--- config.mk ---
export PLATFORM = sky130hd
export DESIGN_NAME = positional_ordered_list_core
export DESIGN_NICKNAME = d
export VERILOG_FILES = /design/src/rtl/pol_pkg.sv /design/src/rtl/pol_mem.sv /design/src/rtl/pol_seq.sv /design/src/rtl/positional_ordered_list_core.sv
export SDC_FILE = /design/constraint.sdc
export NUM_CORES = 1
export LEC_CHECK = 0
export BUFFER_PORTS_ARGS = -buffer_cell sky130_fd_sc_hd__buf_4
export CAP_MARGIN = 20
export CORE_AREA = 2 2 238 240
export CTS_BUF_LIST = sky130_fd_sc_hd__clkbuf_4 sky130_fd_sc_hd__clkbuf_8 sky130_fd_sc_hd__clkbuf_16
export CTS_CLUSTER_DIAMETER = 30
export CTS_CLUSTER_SIZE = 40
export DETAILED_ROUTE_END_ITERATION = 12
export DIE_AREA = 0 0 240 242
export MAX_ROUTING_LAYER = met4
export PLACE_DENSITY = 0.75
export SLEW_MARGIN = 20
export SYNTH_ARGS = -nofsm -noshare
export SYNTH_HDL_FRONTEND = slang
export SYNTH_SLANG_ARGS = --single-unit
--- constraint.sdc ---
create_clock -name clk -period 10.7 [get_ports clk]
set_clock_uncertainty 0.1 [all_clocks]
set_input_delay 0.535 -clock clk [delete_from_list [all_inputs] [get_ports clk]]
set_output_delay 0.535 -clock clk [all_outputs]
set_load 0.005 [all_outputs]
--- src/rtl/pol_pkg.sv ---
package pol_pkg;

    localparam int CAPACITY = 16;
    localparam int OP_W     = 3;
    localparam int POS_W    = 7;
    localparam int VAL_W    = 32;
    localparam int STAT_W   = 3;

    typedef enum logic [OP_W-1:0] {
        OP_APPEND    = 3'd0,
        OP_PREPEND   = 3'd1,
        OP_INSERT    = 3'd2,
        OP_READ_OUT  = 3'd3,
        OP_UPDATE    = 3'd4,
        OP_DEL_FIRST = 3'd5,
        OP_DEL_LAST  = 3'd6,
        OP_DEL_POS   = 3'd7
    } op_t;

    typedef enum logic [STAT_W-1:0] {
        ST_OK     = 3'd0,
        ST_BADPOS = 3'd1,
        ST_FULL   = 3'd2,
        ST_NODEL  = 3'd3,
        ST_ELEM   = 3'd4,
        ST_EMPTY  = 3'd5
    } status_t;

    typedef enum logic [1:0] {
        S_IDLE,
        S_SHIFT_UP,
        S_SHIFT_DN,
        S_READ
    } state_t;

    typedef struct packed {
        logic                    valid;
        status_t                 status;
        logic signed [VAL_W-1:0] element;
        logic                    last;
    } result_t;

endpackage

--- src/rtl/pol_mem.sv ---
module pol_mem #(
    parameter int DEPTH = pol_pkg::CAPACITY,
    parameter int WIDTH = pol_pkg::VAL_W,
    localparam int AW = (DEPTH > 1) ? $clog2(DEPTH) : 1
) (
    input  logic             clk,
    input  logic             we,
    input  logic [AW-1:0]    waddr,
    input  logic [WIDTH-1:0] wdata,
    input  logic             re,
    input  logic [AW-1:0]    raddr,
    output logic [WIDTH-1:0] rdata
);

    logic [WIDTH-1:0] mem [DEPTH];
    logic [WIDTH-1:0] rdata_reg;

    always_ff @(posedge clk)
    begin
        if (we)
        begin
            mem[waddr] <= wdata;
        end
    end

    always_ff @(posedge clk)
    begin
        if (re)
        begin
            rdata_reg <= mem[raddr];
        end
    end

    assign rdata = rdata_reg;

endmodule

--- src/rtl/pol_seq.sv ---
module pol_seq #(
    parameter int CAPACITY = pol_pkg::CAPACITY,
    localparam int AW = (CAPACITY > 1) ? $clog2(CAPACITY) : 1,
    localparam int CW = $clog2(CAPACITY + 1)
) (
    input  logic                             clk,
    input  logic                             rst_n,
    input  logic                             start,
    input  logic [pol_pkg::OP_W-1:0]         op,
    input  logic [pol_pkg::POS_W-1:0]        position,
    input  logic signed [pol_pkg::VAL_W-1:0] value,
    output logic                             busy,
    output pol_pkg::result_t                 res,
    output logic                             mem_we,
    output logic [AW-1:0]                    mem_waddr,
    output logic [pol_pkg::VAL_W-1:0]        mem_wdata,
    output logic                             mem_re,
    output logic [AW-1:0]                    mem_raddr,
    input  logic [pol_pkg::VAL_W-1:0]        mem_rdata
);

    pol_pkg::state_t state_reg, state_next;
    logic [CW-1:0] count_reg, count_next;
    logic [AW-1:0] cur_reg, cur_next;
    logic [AW-1:0] idx_reg, idx_next;
    logic [pol_pkg::VAL_W-1:0] val_reg, val_next;

    // Checks against the current fill.
    logic [7:0] pos_w;
    logic [7:0] cnt_w;
    logic       full;
    logic       empty;
    logic       ins_ok;
    logic       upd_ok;
    logic [pol_pkg::POS_W-1:0] pos_m1;
    logic [AW-1:0] pos_idx;
    logic [CW-1:0] cnt_m1;
    logic [AW-1:0] cnt_lo;
    logic [AW-1:0] cnt_m1_lo;
    logic [CW-1:0] cur_p1;
    logic [CW:0]   cur_p2;
    logic [AW-1:0] cur_m2;
    logic          up_end;
    logic          dn_end;
    logic          rd_end;

    // Decode of the accepted command.
    pol_pkg::op_t     opc;
    logic             d_imm;
    pol_pkg::status_t d_status;
    logic             d_write;
    logic [AW-1:0]    d_tgt;
    logic             d_inc;
    logic             d_dec;
    logic             d_up;
    logic             d_dn;
    logic             d_rd;

    assign pos_w     = {1'b0, position};
    assign cnt_w     = 8'(count_reg);
    assign full      = (count_reg == CW'(CAPACITY));
    assign empty     = (count_reg == '0);
    assign ins_ok    = (position != '0) && (pos_w <= (cnt_w + 8'd1));
    assign upd_ok    = (position != '0) && (pos_w <= cnt_w);
    assign pos_m1    = position - 7'd1;
    assign pos_idx   = pos_m1[AW-1:0];
    assign cnt_m1    = count_reg - CW'(1);
    assign cnt_lo    = count_reg[AW-1:0];
    assign cnt_m1_lo = cnt_m1[AW-1:0];
    assign cur_p1    = CW'(cur_reg) + CW'(1);
    assign cur_p2    = (CW+1)'(cur_reg) + (CW+1)'(2);
    assign cur_m2    = cur_reg - AW'(2);
    assign up_end    = (cur_reg == idx_reg);
    assign dn_end    = !(cur_p2 < {1'b0, count_reg});
    assign rd_end    = (cur_p1 == count_reg);
    assign busy      = (state_reg != pol_pkg::S_IDLE);
    assign opc       = pol_pkg::op_t'(op);

    always_comb
    begin
        d_imm    = 1'b0;
        d_status = pol_pkg::ST_OK;
        d_write  = 1'b0;
        d_tgt    = '0;
        d_inc    = 1'b0;
        d_dec    = 1'b0;
        d_up     = 1'b0;
        d_dn     = 1'b0;
        d_rd     = 1'b0;
        case (opc)
            pol_pkg::OP_APPEND, pol_pkg::OP_PREPEND, pol_pkg::OP_INSERT:
            begin
                if (full)
                begin
                    d_imm    = 1'b1;
                    d_status = pol_pkg::ST_FULL;
                end
                else if ((opc == pol_pkg::OP_INSERT) && !ins_ok)
                begin
                    d_imm    = 1'b1;
                    d_status = pol_pkg::ST_BADPOS;
                end
                else
                begin
                    if (opc == pol_pkg::OP_APPEND)
                    begin
                        d_tgt = cnt_lo;
                    end
                    else if (opc == pol_pkg::OP_PREPEND)
                    begin
                        d_tgt = '0;
                    end
                    else
                    begin
                        d_tgt = pos_idx;
                    end
                    if (CW'(d_tgt) == count_reg)
                    begin
                        d_imm   = 1'b1;
                        d_write = 1'b1;
                        d_inc   = 1'b1;
                    end
                    else
                    begin
                        d_up = 1'b1;
                    end
                end
            end
            pol_pkg::OP_READ_OUT:
            begin
                if (empty)
                begin
                    d_imm    = 1'b1;
                    d_status = pol_pkg::ST_EMPTY;
                end
                else
                begin
                    d_rd = 1'b1;
                end
            end
            pol_pkg::OP_UPDATE:
            begin
                d_imm = 1'b1;
                if (!upd_ok)
                begin
                    d_status = pol_pkg::ST_BADPOS;
                end
                else
                begin
                    d_write = 1'b1;
                    d_tgt   = pos_idx;
                end
            end
            pol_pkg::OP_DEL_FIRST, pol_pkg::OP_DEL_LAST, pol_pkg::OP_DEL_POS:
            begin
                if ((opc == pol_pkg::OP_DEL_POS) && !upd_ok)
                begin
                    d_imm    = 1'b1;
                    d_status = pol_pkg::ST_BADPOS;
                end
                else if (empty)
                begin
                    d_imm    = 1'b1;
                    d_status = pol_pkg::ST_NODEL;
                end
                else
                begin
                    if (opc == pol_pkg::OP_DEL_FIRST)
                    begin
                        d_tgt = '0;
                    end
                    else if (opc == pol_pkg::OP_DEL_LAST)
                    begin
                        d_tgt = cnt_m1_lo;
                    end
                    else
                    begin
                        d_tgt = pos_idx;
                    end
                    if ((CW'(d_tgt) + CW'(1)) == count_reg)
                    begin
                        d_imm = 1'b1;
                        d_dec = 1'b1;
                    end
                    else
                    begin
                        d_dn = 1'b1;
                    end
                end
            end
            default:
            begin
                d_imm    = 1'b1;
                d_status = pol_pkg::ST_BADPOS;
            end
        endcase
    end

    always_comb
    begin
        state_next = state_reg;
        case (state_reg)
            pol_pkg::S_IDLE:
            begin
                if (start && d_up)
                begin
                    state_next = pol_pkg::S_SHIFT_UP;
                end
                else if (start && d_dn)
                begin
                    state_next = pol_pkg::S_SHIFT_DN;
                end
                else if (start && d_rd)
                begin
                    state_next = pol_pkg::S_READ;
                end
            end
            pol_pkg::S_SHIFT_UP:
            begin
                if (up_end)
                begin
                    state_next = pol_pkg::S_IDLE;
                end
            end
            pol_pkg::S_SHIFT_DN:
            begin
                if (dn_end)
                begin
                    state_next = pol_pkg::S_IDLE;
                end
            end
            pol_pkg::S_READ:
            begin
                if (rd_end)
                begin
                    state_next = pol_pkg::S_IDLE;
                end
            end
            default:
            begin
                state_next = pol_pkg::S_IDLE;
            end
        endcase
    end

    always_comb
    begin
        count_next  = count_reg;
        cur_next    = cur_reg;
        idx_next    = idx_reg;
        val_next    = val_reg;
        mem_we      = 1'b0;
        mem_waddr   = cur_reg;
        mem_wdata   = mem_rdata;
        mem_re      = 1'b0;
        mem_raddr   = '0;
        res.valid   = 1'b0;
        res.status  = pol_pkg::ST_OK;
        res.element = '0;
        res.last    = 1'b0;
        case (state_reg)
            pol_pkg::S_IDLE:
            begin
                if (start)
                begin
                    if (d_imm)
                    begin
                        res.valid  = 1'b1;
                        res.status = d_status;
                        res.last   = 1'b1;
                    end
                    if (d_write)
                    begin
                        mem_we    = 1'b1;
                        mem_waddr = d_tgt;
                        mem_wdata = value;
                    end
                    if (d_inc)
                    begin
                        count_next = count_reg + CW'(1);
                    end
                    if (d_dec)
                    begin
                        count_next = cnt_m1;
                    end
                    if (d_up)
                    begin
                        mem_re    = 1'b1;
                        mem_raddr = cnt_m1_lo;
                        cur_next  = cnt_lo;
                        idx_next  = d_tgt;
                        val_next  = value;
                    end
                    if (d_dn)
                    begin
                        mem_re    = 1'b1;
                        mem_raddr = d_tgt + AW'(1);
                        cur_next  = d_tgt;
                    end
                    if (d_rd)
                    begin
                        mem_re    = 1'b1;
                        mem_raddr = '0;
                        cur_next  = '0;
                    end
                end
            end
            pol_pkg::S_SHIFT_UP:
            begin
                mem_we = 1'b1;
                if (up_end)
                begin
                    mem_wdata  = val_reg;
                    count_next = count_reg + CW'(1);
                    res.valid  = 1'b1;
                    res.last   = 1'b1;
                end
                else
                begin
                    mem_re    = 1'b1;
                    mem_raddr = cur_m2;
                    cur_next  = cur_reg - AW'(1);
                end
            end
            pol_pkg::S_SHIFT_DN:
            begin
                mem_we = 1'b1;
                if (dn_end)
                begin
                    count_next = cnt_m1;
                    res.valid  = 1'b1;
                    res.last   = 1'b1;
                end
                else
                begin
                    mem_re    = 1'b1;
                    mem_raddr = cur_p2[AW-1:0];
                    cur_next  = cur_reg + AW'(1);
                end
            end
            pol_pkg::S_READ:
            begin
                res.valid   = 1'b1;
                res.status  = pol_pkg::ST_ELEM;
                res.element = mem_rdata;
                res.last    = rd_end;
                if (!rd_end)
                begin
                    mem_re    = 1'b1;
                    mem_raddr = cur_p1[AW-1:0];
                    cur_next  = cur_reg + AW'(1);
                end
            end
            default:
            begin
                count_next = count_reg;
            end
        endcase
    end

    always_ff @(posedge clk or negedge rst_n)
    begin
        if (!rst_n)
        begin
            state_reg <= pol_pkg::S_IDLE;
            count_reg <= '0;
        end
        else
        begin
            state_reg <= state_next;
            count_reg <= count_next;
        end
    end

    always_ff @(posedge clk)
    begin
        cur_reg <= cur_next;
        idx_reg <= idx_next;
        val_reg <= val_next;
    end

endmodule

--- src/rtl/positional_ordered_list_core.sv ---
// Channel   Direction  Handshake                  Beat contents
// command   in         start & !busy              op, position, value
// result    out        result_valid (no stall)    status, element, last
//
// Update, append, an insert or delete at the tail end of the list, and any
// command that fails its checks never raise busy; the result beat follows
// in the next cycle. An insert that must move entries keeps busy high until
// it has moved them, a delete that must move entries likewise, and a
// read-out until its last element beat, with one element beat per cycle.
// The sweeps are paced by the single list memory, which gives one read and
// one write per cycle, so entries are moved one at a time.
// Reset clears the fill count; the memory itself is not cleared, and no
// entry beyond the fill count is ever returned. The receiver cannot stall.
module positional_ordered_list_core #(
    parameter int CAPACITY = pol_pkg::CAPACITY,
    localparam int AW = (CAPACITY > 1) ? $clog2(CAPACITY) : 1
) (
    input  logic                              clk,
    input  logic                              rst_n,
    input  logic                              start,
    output logic                              busy,
    input  logic [pol_pkg::OP_W-1:0]          op,
    input  logic [pol_pkg::POS_W-1:0]         position,
    input  logic signed [pol_pkg::VAL_W-1:0]  value,
    output logic                              result_valid,
    output logic [pol_pkg::STAT_W-1:0]        status,
    output logic signed [pol_pkg::VAL_W-1:0]  element,
    output logic                              last
);

    // Sequencer outputs toward the list memory.
    logic                      mem_we;
    logic [AW-1:0]             mem_waddr;
    logic [pol_pkg::VAL_W-1:0] mem_wdata;
    logic                      mem_re;
    logic [AW-1:0]             mem_raddr;
    logic [pol_pkg::VAL_W-1:0] mem_rdata;

    // The result beat decided this cycle and the register that presents it.
    pol_pkg::result_t res;
    pol_pkg::result_t res_reg;

    // The sequencer owns the fill count and the shift and read-out sweeps.
    // Each shift sweep reads one entry while writing back a different one (a
    // read-out only reads), so a write never lands on the address being read in
    // the same cycle, and busy holds off new commands until the sweep is done.
    pol_seq #(
        .CAPACITY (CAPACITY)
    ) u_seq (
        .clk       (clk),
        .rst_n     (rst_n),
        .start     (start),
        .op        (op),
        .position  (position),
        .value     (value),
        .busy      (busy),
        .res       (res),
        .mem_we    (mem_we),
        .mem_waddr (mem_waddr),
        .mem_wdata (mem_wdata),
        .mem_re    (mem_re),
        .mem_raddr (mem_raddr),
        .mem_rdata (mem_rdata)
    );

    // List storage: position p of the list sits at address p - 1.
    pol_mem #(
        .DEPTH (CAPACITY),
        .WIDTH (pol_pkg::VAL_W)
    ) u_mem (
        .clk   (clk),
        .we    (mem_we),
        .waddr (mem_waddr),
        .wdata (mem_wdata),
        .re    (mem_re),
        .raddr (mem_raddr),
        .rdata (mem_rdata)
    );

    // The whole beat register is reset, so no stale payload shows after reset.
    always_ff @(posedge clk or negedge rst_n)
    begin
        if (!rst_n)
        begin
            res_reg <= '0;
        end
        else
        begin
            res_reg <= res;
        end
    end

    assign result_valid = res_reg.valid;
    assign status       = res_reg.status;
    assign element      = res_reg.element;
    assign last         = res_reg.last;

    // An accepted command either answers in the next cycle or starts a sweep.
    a_accept_progress : assert property (@(posedge clk) disable iff (!rst_n)
        (start && !busy) |=> (result_valid || busy))
        else $error("accepted command neither answered nor started a sweep");

    // A beat that is not the final one belongs to a read-out still running.
    a_nonlast_busy : assert property (@(posedge clk) disable iff (!rst_n)
        (result_valid && !last) |-> busy)
        else $error("non-final beat while the sequencer is idle");

    // Only element beats can come in a group; every other status ends it.
    a_status_last : assert property (@(posedge clk) disable iff (!rst_n)
        (result_valid && (status != pol_pkg::ST_ELEM)) |-> (last && (element == '0)))
        else $error("status beat not final or carries an element");

    // While a sweep runs, no beat other than read-out elements appears early.
    a_sweep_quiet : assert property (@(posedge clk) disable iff (!rst_n)
        (busy && $past(busy) && result_valid) |-> (status == pol_pkg::ST_ELEM))
        else $error("status beat while a sweep is in progress");

endmodule

# ---- Word-level counts from Yosys, hierarchy flattened
# Memory sizes are Yosys's and may differ from the RTL's. A register that Yosys moved wholly into a read port is not among the register bits.
# Cells that the tools add are included.
# Widths: inputs -> output; s select.
dict set report classes {
  eq_ne 25
  muxes 108
  order_cmp 3
  n_reduce_logical 22
  n_addsub 11
}
# operator n
set ops {}
lappend ops {{$mux 4} 34}
lappend ops {{$mux 32} 4}
lappend ops {{$pmux 32 s2} 1}
lappend ops {{$mux 1} 41}
lappend ops {{$pmux 4 s4} 2}
lappend ops {{$mux 5} 5}
lappend ops {{$pmux 1 s4} 4}
lappend ops {{$pmux 5 s3} 1}
lappend ops {{$mux 2} 7}
lappend ops {{$eq 3x3->1 const B} 4}
lappend ops {{$pmux 3 s4} 1}
lappend ops {{$pmux 4 s3} 1}
lappend ops {{$add 4x1->5 const B} 2}
lappend ops {{$eq 5x5->1} 2}
lappend ops {{$reduce_and 5->1} 2}
lappend ops {{$mux 3} 3}
lappend ops {{$add 4x1->4 const B} 2}
lappend ops {{$ne 2x2->1 const B} 4}
lappend ops {{$ne 4x1->1 const B} 2}
lappend ops {{$pmux 2 s4} 1}
lappend ops {{$sub 4x1->4 const B} 2}
lappend ops {{$le 7x5->1} 1}
lappend ops {{$le 7x6->1} 1}
lappend ops {{$logic_and 1x1->1} 7}
lappend ops {{other kinds (28)} 35}
dict set report totals {
  ram_bits 512
  elab_cells 179
  regBits 84
  mem_count 1
}
# name depth width rd rd_ports_with_merged_regs write_ports line_no
set memory_table {}
lappend memory_table {u_mem.mem 16 32 1 1 1 pol_mem.sv:15} ;# logic [WIDTH-1:0] mem [DEPTH];

# ---- Longest topological paths before layout
# Gate-level depths: netlist (run 1).
dict set report depth {
  word_depth 18
  depth_mapped 21
}

# ---- By module
# From an unflattened synthesis (run 1), not the netlist that was laid out.
dict set report hier_totals {
  hier_cells 1445
  hier_area_um2 26196.4
}
# module cells_each area_per_inst_um2 n_inst
set modules_own_cells {}
lappend modules_own_cells {pol_mem 838 20155.6 1}
lappend modules_own_cells {pol_seq 570 5114.9 1}
lappend modules_own_cells {positional_ordered_list_core 37 925.9 1}

# ---- Worst setup path before layout (run 1)
# No wires, ideal clock.
dict set report synth_path {
  path_type {input-to-reg}
  start {input position[0] in the netlist's numbering}
  end {register u_mem.rdata_reg[10] (netlist: u_mem.rdata[10]), read port of u_mem.mem, data pin}
  cell_stages 17
  slack_ns 5.155
  setup_ns 0.265
  path_buffers 4
  arrival_ns 5.181
  path_cell_list {clkbuf_1 -> inv_1 -> ha_1 -> nor4b_1 -> a21oi_1 -> nand2_1 -> or4_4 -> nand2_1 -> a21boi_1 -> nor2_1 -> a222oi_1 -> buf_2 -> buf_4 -> buf_4 -> mux2i_1 -> a22oi_1 -> nand3_1}
}
dict set report synth_via {
  elab_chain_cells 16
}
# item line_no
set synth_lines {}
lappend synth_lines {{start, declared} positional_ordered_list_core.sv:23} ;# input logic [pol_pkg::POS_W-1:0] position,
lappend synth_lines {{$sub 4x1->4} pol_seq.sv:65} ;# assign pos_m1 = position - 7'd1;
lappend synth_lines {{$mux 4 (on tied branches)} {pol_seq.sv:172, pol_seq.sv:109}}
lappend synth_lines {{$mux 4 (on tied branches)} {pol_seq.sv:168, pol_seq.sv:105}}
lappend synth_lines {{$mux 4 (on tied branches)} {pol_seq.sv:161, pol_seq.sv:98}}
lappend synth_lines {{$mux 4 (on tied branches)} {pol_seq.sv:156, pol_seq.sv:93}}
lappend synth_lines {{$mux 4} pol_seq.sv:90} ;# case (opc)
lappend synth_lines {{$add 4x1->5 / $eq 4x5->1 (equally long branches)} {pol_seq.sv:180, pol_seq.sv:117}}
lappend synth_lines {{$eq 5x5->1 / $mux 1 (equally long branches)} {pol_seq.sv:180, pol_seq.sv:117}}
lappend synth_lines {{$mux 1 (on tied branches)} {pol_seq.sv:180, pol_seq.sv:98}}
lappend synth_lines {{$mux 1 (on tied branches)} {pol_seq.sv:161, pol_seq.sv:93}}
lappend synth_lines {{$mux 1 (on tied branches)} {pol_seq.sv:156, pol_seq.sv:90}}
lappend synth_lines {{$mux 1 (tied with other cells)} pol_seq.sv:90}
lappend synth_lines {{$mux 4 / $mux 1 (equally long branches)} pol_seq.sv:294} ;# if (d_dn)
lappend synth_lines {{$mux 4 / $mux 1 (equally long branches)} pol_seq.sv:300} ;# if (d_rd)
lappend synth_lines {{$mux 4 / $mux 1 (equally long branches)} pol_seq.sv:264} ;# if (start)
lappend synth_lines {{$pmux 4 s4 / $pmux 1 s4 (equally long branches)} pol_seq.sv:261} ;# case (state_reg)
lappend synth_lines {{end, declared} pol_mem.sv:16} ;# logic [WIDTH-1:0] rdata_reg;
# Several ways; a longest one is shown, not always the timed one. The select of a mux whose other input is x is not followed.
# A chain may end at the register's enable or synchronous reset.

# ---- Worst setup path in the final report (run 1)
dict set report layout_path {
  start {register u_seq.count_reg[0]}
  end {register u_mem.rdata_reg[0] (netlist: u_mem.rdata[0]), read port of u_mem.mem, data pin}
}
dict set report layout_via {
  elab_chain_cells 16
}
# item line_no
set layout_lines {}
lappend layout_lines {{start, declared} pol_seq.sv:23} ;# logic [CW-1:0] count_reg, count_next;
lappend layout_lines {{start signal, assigned} pol_seq.sv:371} ;# count_reg <= count_next;
lappend layout_lines {{$sub 5x1->5} pol_seq.sv:67} ;# assign cnt_m1 = count_reg - CW'(1);
lappend layout_lines {{$mux 4} pol_seq.sv:172} ;# else if (opc == pol_pkg::OP_DEL_LAST)
lappend layout_lines {{$mux 4} pol_seq.sv:168} ;# if (opc == pol_pkg::OP_DEL_FIRST)
lappend layout_lines {{$mux 4} pol_seq.sv:161} ;# else if (empty)
lappend layout_lines {{$mux 4} pol_seq.sv:156} ;# if ((opc == pol_pkg::OP_DEL_POS) && !upd_ok)
lappend layout_lines {{$mux 4} pol_seq.sv:90}
lappend layout_lines {{$add 4x1->5} pol_seq.sv:180} ;# if ((CW'(d_tgt) + CW'(1)) == count_reg)
lappend layout_lines {{$eq 5x5->1} pol_seq.sv:180}
lappend layout_lines {{$mux 1} pol_seq.sv:180}
lappend layout_lines {{$mux 1} pol_seq.sv:161}
lappend layout_lines {{$mux 1} pol_seq.sv:156}
lappend layout_lines {{$mux 1} pol_seq.sv:90}
lappend layout_lines {{$mux 4 / $mux 1 (equally long branches)} pol_seq.sv:294}
lappend layout_lines {{$mux 4 / $mux 1 (equally long branches)} pol_seq.sv:300}
lappend layout_lines {{$mux 4 / $mux 1 (equally long branches)} pol_seq.sv:264}
lappend layout_lines {{$pmux 4 s4 / $pmux 1 s4 (equally long branches)} pol_seq.sv:261}
# Several ways; a longest one is shown, not always the timed one. The select of a mux whose other input is x is not followed.

==> impl_metrics.py, run 1 <==
metrics = {
    "layout": {
        "multi_input_area_um2": 7950,
        "largest_register": "u_mem.mem",
        "nets": 1980,
        "postLayoutCoreUtil": 0.592,
        "antennaDiodeCount": 0,
        "fillers": 4088,
        "area_growth_pct": 20.4,
        "seq_area_um2": 18600,
        "largest_reg_flops": 512,
        "post_route_cells_drive_above_1_share": 0.193,
    },
    "synth": {
        "yosys_register_bits": 628,
        "yosys_warnings": 0,
        "synth_most_common_cell": "edfxtp_1",
        "synthesis.nets": 1830,
        "yosysUniqueCellTypes": 77,
        "avgSynthCellArea_um2": 15.6,
        "synth_top_area_share": 0.640,
        "syn_inst": 1755,
        "netlist_top_cells_count": "584 x edfxtp_1, 275 x mux2i_1, 64 x nor2b_1",
        "dominantRegCellSynth": "edfxtp_1",
        "synth_edf_count": 584,
        "synthesis.area_um2": 27400,
        "ys_async_sr_fraction": 0.0701,
        "synthTopCellsByArea": "edfxtp_1 64%, mux2i_1 10%, dfrtp_1 4.0%",
        "synth_top_cell_by_area": "edfxtp_1",
        "ys_seq_area_frac": 0.680,
    },
    "global_routing": {
        "antenna_found_initial": 0,
        "first_global_vias": 16300,
        "grt_max_degree": 195,
        "grt_overflow": 0,
        "grt_pass1_wl_mm": 99.2,
        "grtUsageTotal": 0.234,
    },
    "floorplan": {
        "die_y_um": 242,
        "core_um2": 55700,
        "start_util": 0.492,
        "die_w_um": 240,
        "rows": 87,
        "boundaryPins": 83,
        "die-area_um2": 58100,
    },
    "sta": {
        "setup_violations": 0,
        "fin_crit_ps": 6310,
        "hold_violations": 0,
        "drv_slew": 0,
        "rsz0062_at_grt": "no",
        "min_period_over_period": 0.590,
        "whs_ps": 189,
        "fmax_mhz": 158,
        "slew_headroom": 0.142,
        "finalSetupTns_ps": 0,
        "max_slew.worst_pin.slew_ps": 1290,
    },
    "cts": {
        "clock-sinks": 628,
        "cts_max_path_buffers": 3,
        "postCtsSetupBuffers": 0,
        "cts-htree-levels": 3,
        "cts_tree": "built",
        "cts_buffers": 113,
        "clk_latency_ps": 640,
        "cts-root-buf": "clkbuf_16",
        "cts_resized": 0,
        "path_clk_slew_ps": 40,
    },
    "pwr": {
        "peakVddDrop_v": 0.000331,
        "switching_power_uw": 3830,
        "power_density_nw_per_um2": 340,
        "p_int_uw": 7390,
        "pwr-share-seq": 0.353,
        "finalPower_uw": 11200,
        "clkPwrFrac": 0.327,
        "cellLeakagePower_uw": 0.0130,
        "combPwrFrac": 0.320,
        "swShare": 0.341,
    },
    "worst_setup_path": {
        "start_kind": "flip-flop",
        "r2r_setup_slack_ps": 4390,
        "critPathBufInv": 4,
        "r2r-start": "u_seq.count_reg[0]",
        "path_class": "flip-flop to flip-flop",
        "crit_arrival_ps": 6540,
        "end_kind": "flip-flop",
        "reg2reg_depth": 17,
        "slowest_stage": "dfrtp_1",
        "cp_top_family": "compound AO/OA/AOI/OAI gates",
        "worstPathCellList": "inv_1 -> ha_1 -> inv_1 -> ha_1 -> nand3b_1 -> a21oi_1 -> a221oi_1 -> o211ai_2 -> nand2_1 -> a21boi_1 -> nor2_4 -> buf_4 -> a222oi_1 -> buf_12 -> mux2i_1 -> a22oi_1 -> nand3_1",
        "reg2reg_to": "u_mem.rdata[0]",
        "cp_data_required_time_ps": 10920,
        "slowest_delay_ps": 700,
        "path_max_fanout": 194,
    },
    "detailed_routing": {
        "antenna_left": 0,
        "via_count": 16300,
        "routed_wl_mm": 65.8,
        "via_per_inst": 5.90,
        "first_pass_iters": 8,
        "wl_per_cell_um": 23.8,
        "drtIter0Drc": 1586,
        "drc_errors": 0,
    },
    "min_path": {
        "holdPathStages": 4,
        "hold_class": "primary input to flip-flop",
        "min_from": "start",
        "worstHoldEndpoint": "u_seq.state_reg[1]",
    },
    "placement": {
        "hpwl_mm": 33.7,
        "numPortBuffers": 82,
        "routabilityCongestion": 0.920,
    },
    "flow_run": {
        "drv_cap": 0,
    },
    "outcome": {
        "status": "complete, no violations",
    },
}
[placed cells by master, fill, tap and decap left out, types with 8 or more instances in the layout]
cell | netlist | final
clkbuf_4 | 0 | 11
o21ai_0 | 27 | 26
ha_1 | 29 | 28
clkinv_1 | 0 | 11
dlygate4sd3_1 | 0 | 33
nor2_4 | 0 | 19
inv_1 | 59 | 59
nor2_1 | 47 | 28
xor2_1 | 13 | 13
a211oi_1 | 63 | 63
nor3_1 | 8 | 8
bufinv_16 | 0 | 18
edfxtp_1 | 584 | 584
dfrtp_1 | 44 | 44
mux2i_1 | 275 | 275
clkinvlp_4 | 0 | 15
clkbuf_16 | 0 | 116
and2_1 | 41 | 40
xnor2_1 | 13 | 13
nand2_1 | 39 | 39
a21oi_1 | 22 | 20
mux2_2 | 33 | 33
a211o_1 | 62 | 62
clkinv_4 | 0 | 8
nand3_1 | 42 | 42
nor2b_1 | 64 | 64
clkinv_2 | 0 | 20
a22oi_1 | 34 | 34
a222oi_1 | 32 | 32
buf_4 | 5 | 108
[kinds of logic after synthesis]
group           count (synthesis)  share of synthesized area
buf+inv                       168                     0.0356
compound gates                306                     0.0896
xor+xnor                       27                    0.00891
mux                           308                      0.114
flops                         628                      0.680
fa+ha+maj                      30                     0.0140
simple gates                  288                     0.0576
[layer usage]
metal,GRT usage,share of wire
met1,0.313,0.42
met2,0.364,0.48
met3,0.0440,0.072
met4,0.0722,0.023
met5,-,0
[per-stage QoR]
step | instance area, um^2 | setup WS (ps) | instances
finish | 33000 | 4390 | 2758
global route | 33000 | 3980 | 2758
CTS | 33000 | 4530 | 2758
detailed placement | 28600 | 4560 | 2513
global placement | 28600 | 4570 | 2513
floorplan | 27400 | 5150 | 1755
[how the worst max path moves through the flow]
stage / from / endpoint / cells after the start
after global placement: u_seq.count_reg[0] / u_mem.mem[6][14] / 17
after CTS: u_seq.count_reg[0] / u_mem.mem[6][0] / 17
after floorplan: position[0] / u_mem.rdata[10] / 17
after global routing: u_seq.count_reg[0] / u_mem.mem[6][1] / 17
final: u_seq.count_reg[0] / u_mem.rdata[0] / 17
after detailed placement: u_seq.count_reg[0] / u_mem.mem[4][21] / 17
[tightest hold or removal path, stage by stage]
cell     delay, ps
buf_4          110
nand2_1         50
o21ai_0         70
o32ai_1         80
[power by group through the flow]
| stage | clock network (uW) | logic, uW | registers, uW |
|---|---|---|---|
| 3_5_place_dp | 0 | 3530 | 3990 |
| 3_3_place_gp | 0 | 3400 | 3980 |
| 2_1_floorplan | 0 | 2680 | 3880 |
| 4_1_cts | 3710 | 3570 | 3950 |
| 5_1_grt | 3830 | 3910 | 3980 |
| 6_report | 3670 | 3590 | 3960 |
[timing repair]
| action | 4_1_cts | 5_1_grt |
|---|---|---|
| hold endpoints to repair | 76 | 0 |
| hold buffers | 33 | 0 |
| endpoints found under the setup margin | 0 | 0 |
[final cells by class]
type / count / area share
Clock inverter: 82 / 0.0302
Multi-Input combinational cell: 959 / 0.241
Timing Repair Buffer: 144 / 0.0364
Sequential cell: 628 / 0.565
Inverter: 59 / 0.00671
Clock buffer: 130 / 0.0918
Tap cell: 756 / 0.0287
(Power assumes the default switching activity.)
==> inputs of run 2 (changes only) <==
==> constraint.sdc (replaced) <==
create_clock -name clk -period 6.4 [get_ports clk]
set_clock_uncertainty 0.1 [all_clocks]
set_input_delay 0.32 -clock clk [delete_from_list [all_inputs] [get_ports clk]]
set_output_delay 0.32 -clock clk [all_outputs]
set_load 0.005 [all_outputs]
==> run 2 against run 1 <==
Total power is 67% higher. Maximum frequency increased by 13%. Combinational power increased by 78%. Routed wire length increased by 0.52%. Sequential power increased by 66%. Worst setup slack worse by 3600 ps. Critical path type unchanged. Sequential share of layout area increased by 0.056 points. Largest power group unchanged. First-iteration DRC count up 5.4%. Worst hold slack lost 49 ps. Largest cell class unchanged.
==> impl_metrics.py, run 2 (synthesis results as in run 1) <==
metrics = {
    "outcome": {
        "status": "complete, no violations",
    },
    "floorplan": {
        "boundaryPins": 83,
        "start_util": 0.492,
        "die_w_um": 240,
        "die-area_um2": 58100,
        "core_um2": 55700,
        "rows": 87,
        "die_y_um": 242,
    },
    "layout": {
        "post_route_cells_drive_above_1_share": 0.198,
        "area_growth_pct": 20.3,
        "final_area_um2": 33000,
        "final_cell_mix": "584 x edfxtp_1, 275 x mux2i_1, 119 x buf_4",
        "postLayoutCoreUtil": 0.591,
        "final_common_cell": "edfxtp_1",
        "multi_input_area_um2": 7950,
        "seq_area_um2": 18600,
        "stdcell_count": 2769,
        "antennaDiodeCount": 0,
        "largest_register": "u_mem.mem",
        "fillers": 4074,
        "largest_reg_flops": 512,
        "nets": 1996,
    },
    "detailed_routing": {
        "via_count": 16200,
        "via_per_inst": 5.87,
        "drtIter0Drc": 1671,
        "drc_errors": 0,
        "antenna_left": 0,
        "routed_wl_mm": 66.1,
        "wl_per_cell_um": 23.9,
        "first_pass_iters": 7,
    },
    "placement": {
        "routabilityCongestion": 0.918,
        "hpwl_mm": 38.5,
        "dpl-instance-area_um2": 28900,
        "numPortBuffers": 82,
        "dp_cells": 2531,
    },
    "worst_setup_path": {
        "end_kind": "flip-flop",
        "path_max_fanout": 20,
        "worstPathCellList": "inv_1 -> ha_1 -> inv_1 -> ha_1 -> nand3b_1 -> a21oi_1 -> a221oi_1 -> o211ai_2 -> nand2_1 -> a21boi_1 -> o31ai_1 -> nor2b_1 -> mux2i_1 -> nand2_1 -> nor2_4 -> buf_4",
        "slowest_stage": "nor2b_1",
        "path_class": "flip-flop to flip-flop",
        "start_kind": "flip-flop",
        "crit_arrival_ps": 5810,
        "cp_data_required_time_ps": 6600,
        "slowest_delay_ps": 710,
    },
    "global_routing": {
        "grt_overflow": 0,
        "top_usage_layer": "met2",
        "grt.met3_usage": 0.0440,
        "use_met2": 0.370,
        "grt_max_degree": 74,
        "grtUsageTotal": 0.236,
        "grt_pass1_wl_mm": 101,
        "use_met1": 0.314,
        "antenna_found_initial": 0,
        "first_global_vias": 16500,
    },
    "cts": {
        "hold_buffers": 34,
        "cts_resized": 0,
        "path_clk_slew_ps": 50,
        "cts_buffers": 109,
        "cts_tree": "built",
        "cts-root-buf": "clkbuf_16",
        "postCtsSetupBuffers": 0,
        "cts-htree-levels": 3,
        "clk_latency_ps": 670,
        "cts_max_path_buffers": 3,
        "clock-sinks": 628,
    },
    "sta": {
        "finalSetupTns_ps": 0,
        "min_period_over_period": 0.876,
        "whs_ps": 140,
        "slew_headroom": 0.435,
        "max_slew.worst_pin.slew_ps": 846,
        "hold_violations": 0,
        "rsz0062_at_grt": "no",
        "drv_slew": 0,
        "setup_violations": 0,
        "fin_crit_ps": 5610,
        "fmax_mhz": 178,
    },
    "pwr": {
        "cellLeakagePower_uw": 0.0130,
        "power_density_nw_per_um2": 569,
        "peakVddDrop_v": 0.000334,
    },
    "flow_run": {
        "drv_cap": 0,
    },
    "min_path": {
        "hold_class": "primary input to flip-flop",
    },
}
==> run 2: per-stage QoR <==
stage / total power (uW) / setup WS (ps)
2_1_floorplan: 11000 / 991
3_3_place_gp: 12800 / 1010
3_5_place_dp: 12900 / 900
4_1_cts: 18800 / 868
5_1_grt: 19500 / 436
6_report: 18700 / 791
==> run 2: final timing paths <==
path | from | endpoint | cells after the start | slack [ps]
setup / recovery | u_seq.count_reg[0] | u_mem.mem[8][24] | 16 | 790
hold / removal | op[2] | status[0] | 3 | 140
setup reg to reg | u_seq.count_reg[0] | u_mem.mem[8][24] | 16 | 790
hold reg to reg | u_mem.rdata[30] | element[30] | 1 | 400
max in group asynchronous | rst_n | element[1] | 2 | 5540
min in group asynchronous | rst_n | element[26] | 2 | 150
==> run 2: final cells by class <==
class,count,area share
Multi-Input combinational cell,959,0.241
Sequential cell,628,0.566
Clock inverter,84,0.0278
Inverter,59,0.00672
Tap cell,756,0.0287
Timing Repair Buffer,164,0.0437
Clock buffer,119,0.0861
==> run 2: power by group <==
| part | leakage, uW | switching (uW) | total, uW | internal, uW |
|---|---|---|---|---|
| Combinational | 0.00527 | 4370 | 6400 | 2020 |
| Clock | 0.00180 | 2080 | 5770 | 3690 |
| Sequential | 0.00590 | 287 | 6570 | 6290 |
| Total | 0.0130 | 6740 | 18700 | 12000 |
==> run 2: routing by layer <==
layer | up-vias | share of wire
met5 | - | 0
li1 | 7246 | -
met4 | 0 | 0.024
met3 | 127 | 0.069
met1 | 8200 | 0.43
met2 | 675 | 0.48
==> run 2: worst max-delay path: cells and delay by family, from the launching register on <==
kind | cells | cell delay [ps]
and+or+nand+nor | 5 | 1700
buffers and inverters | 3 | 770
muxes | 1 | 330
adders and majority gates | 2 | 630
DFF | 1 | 600
AOI/OAI and AO/OA | 5 | 1120
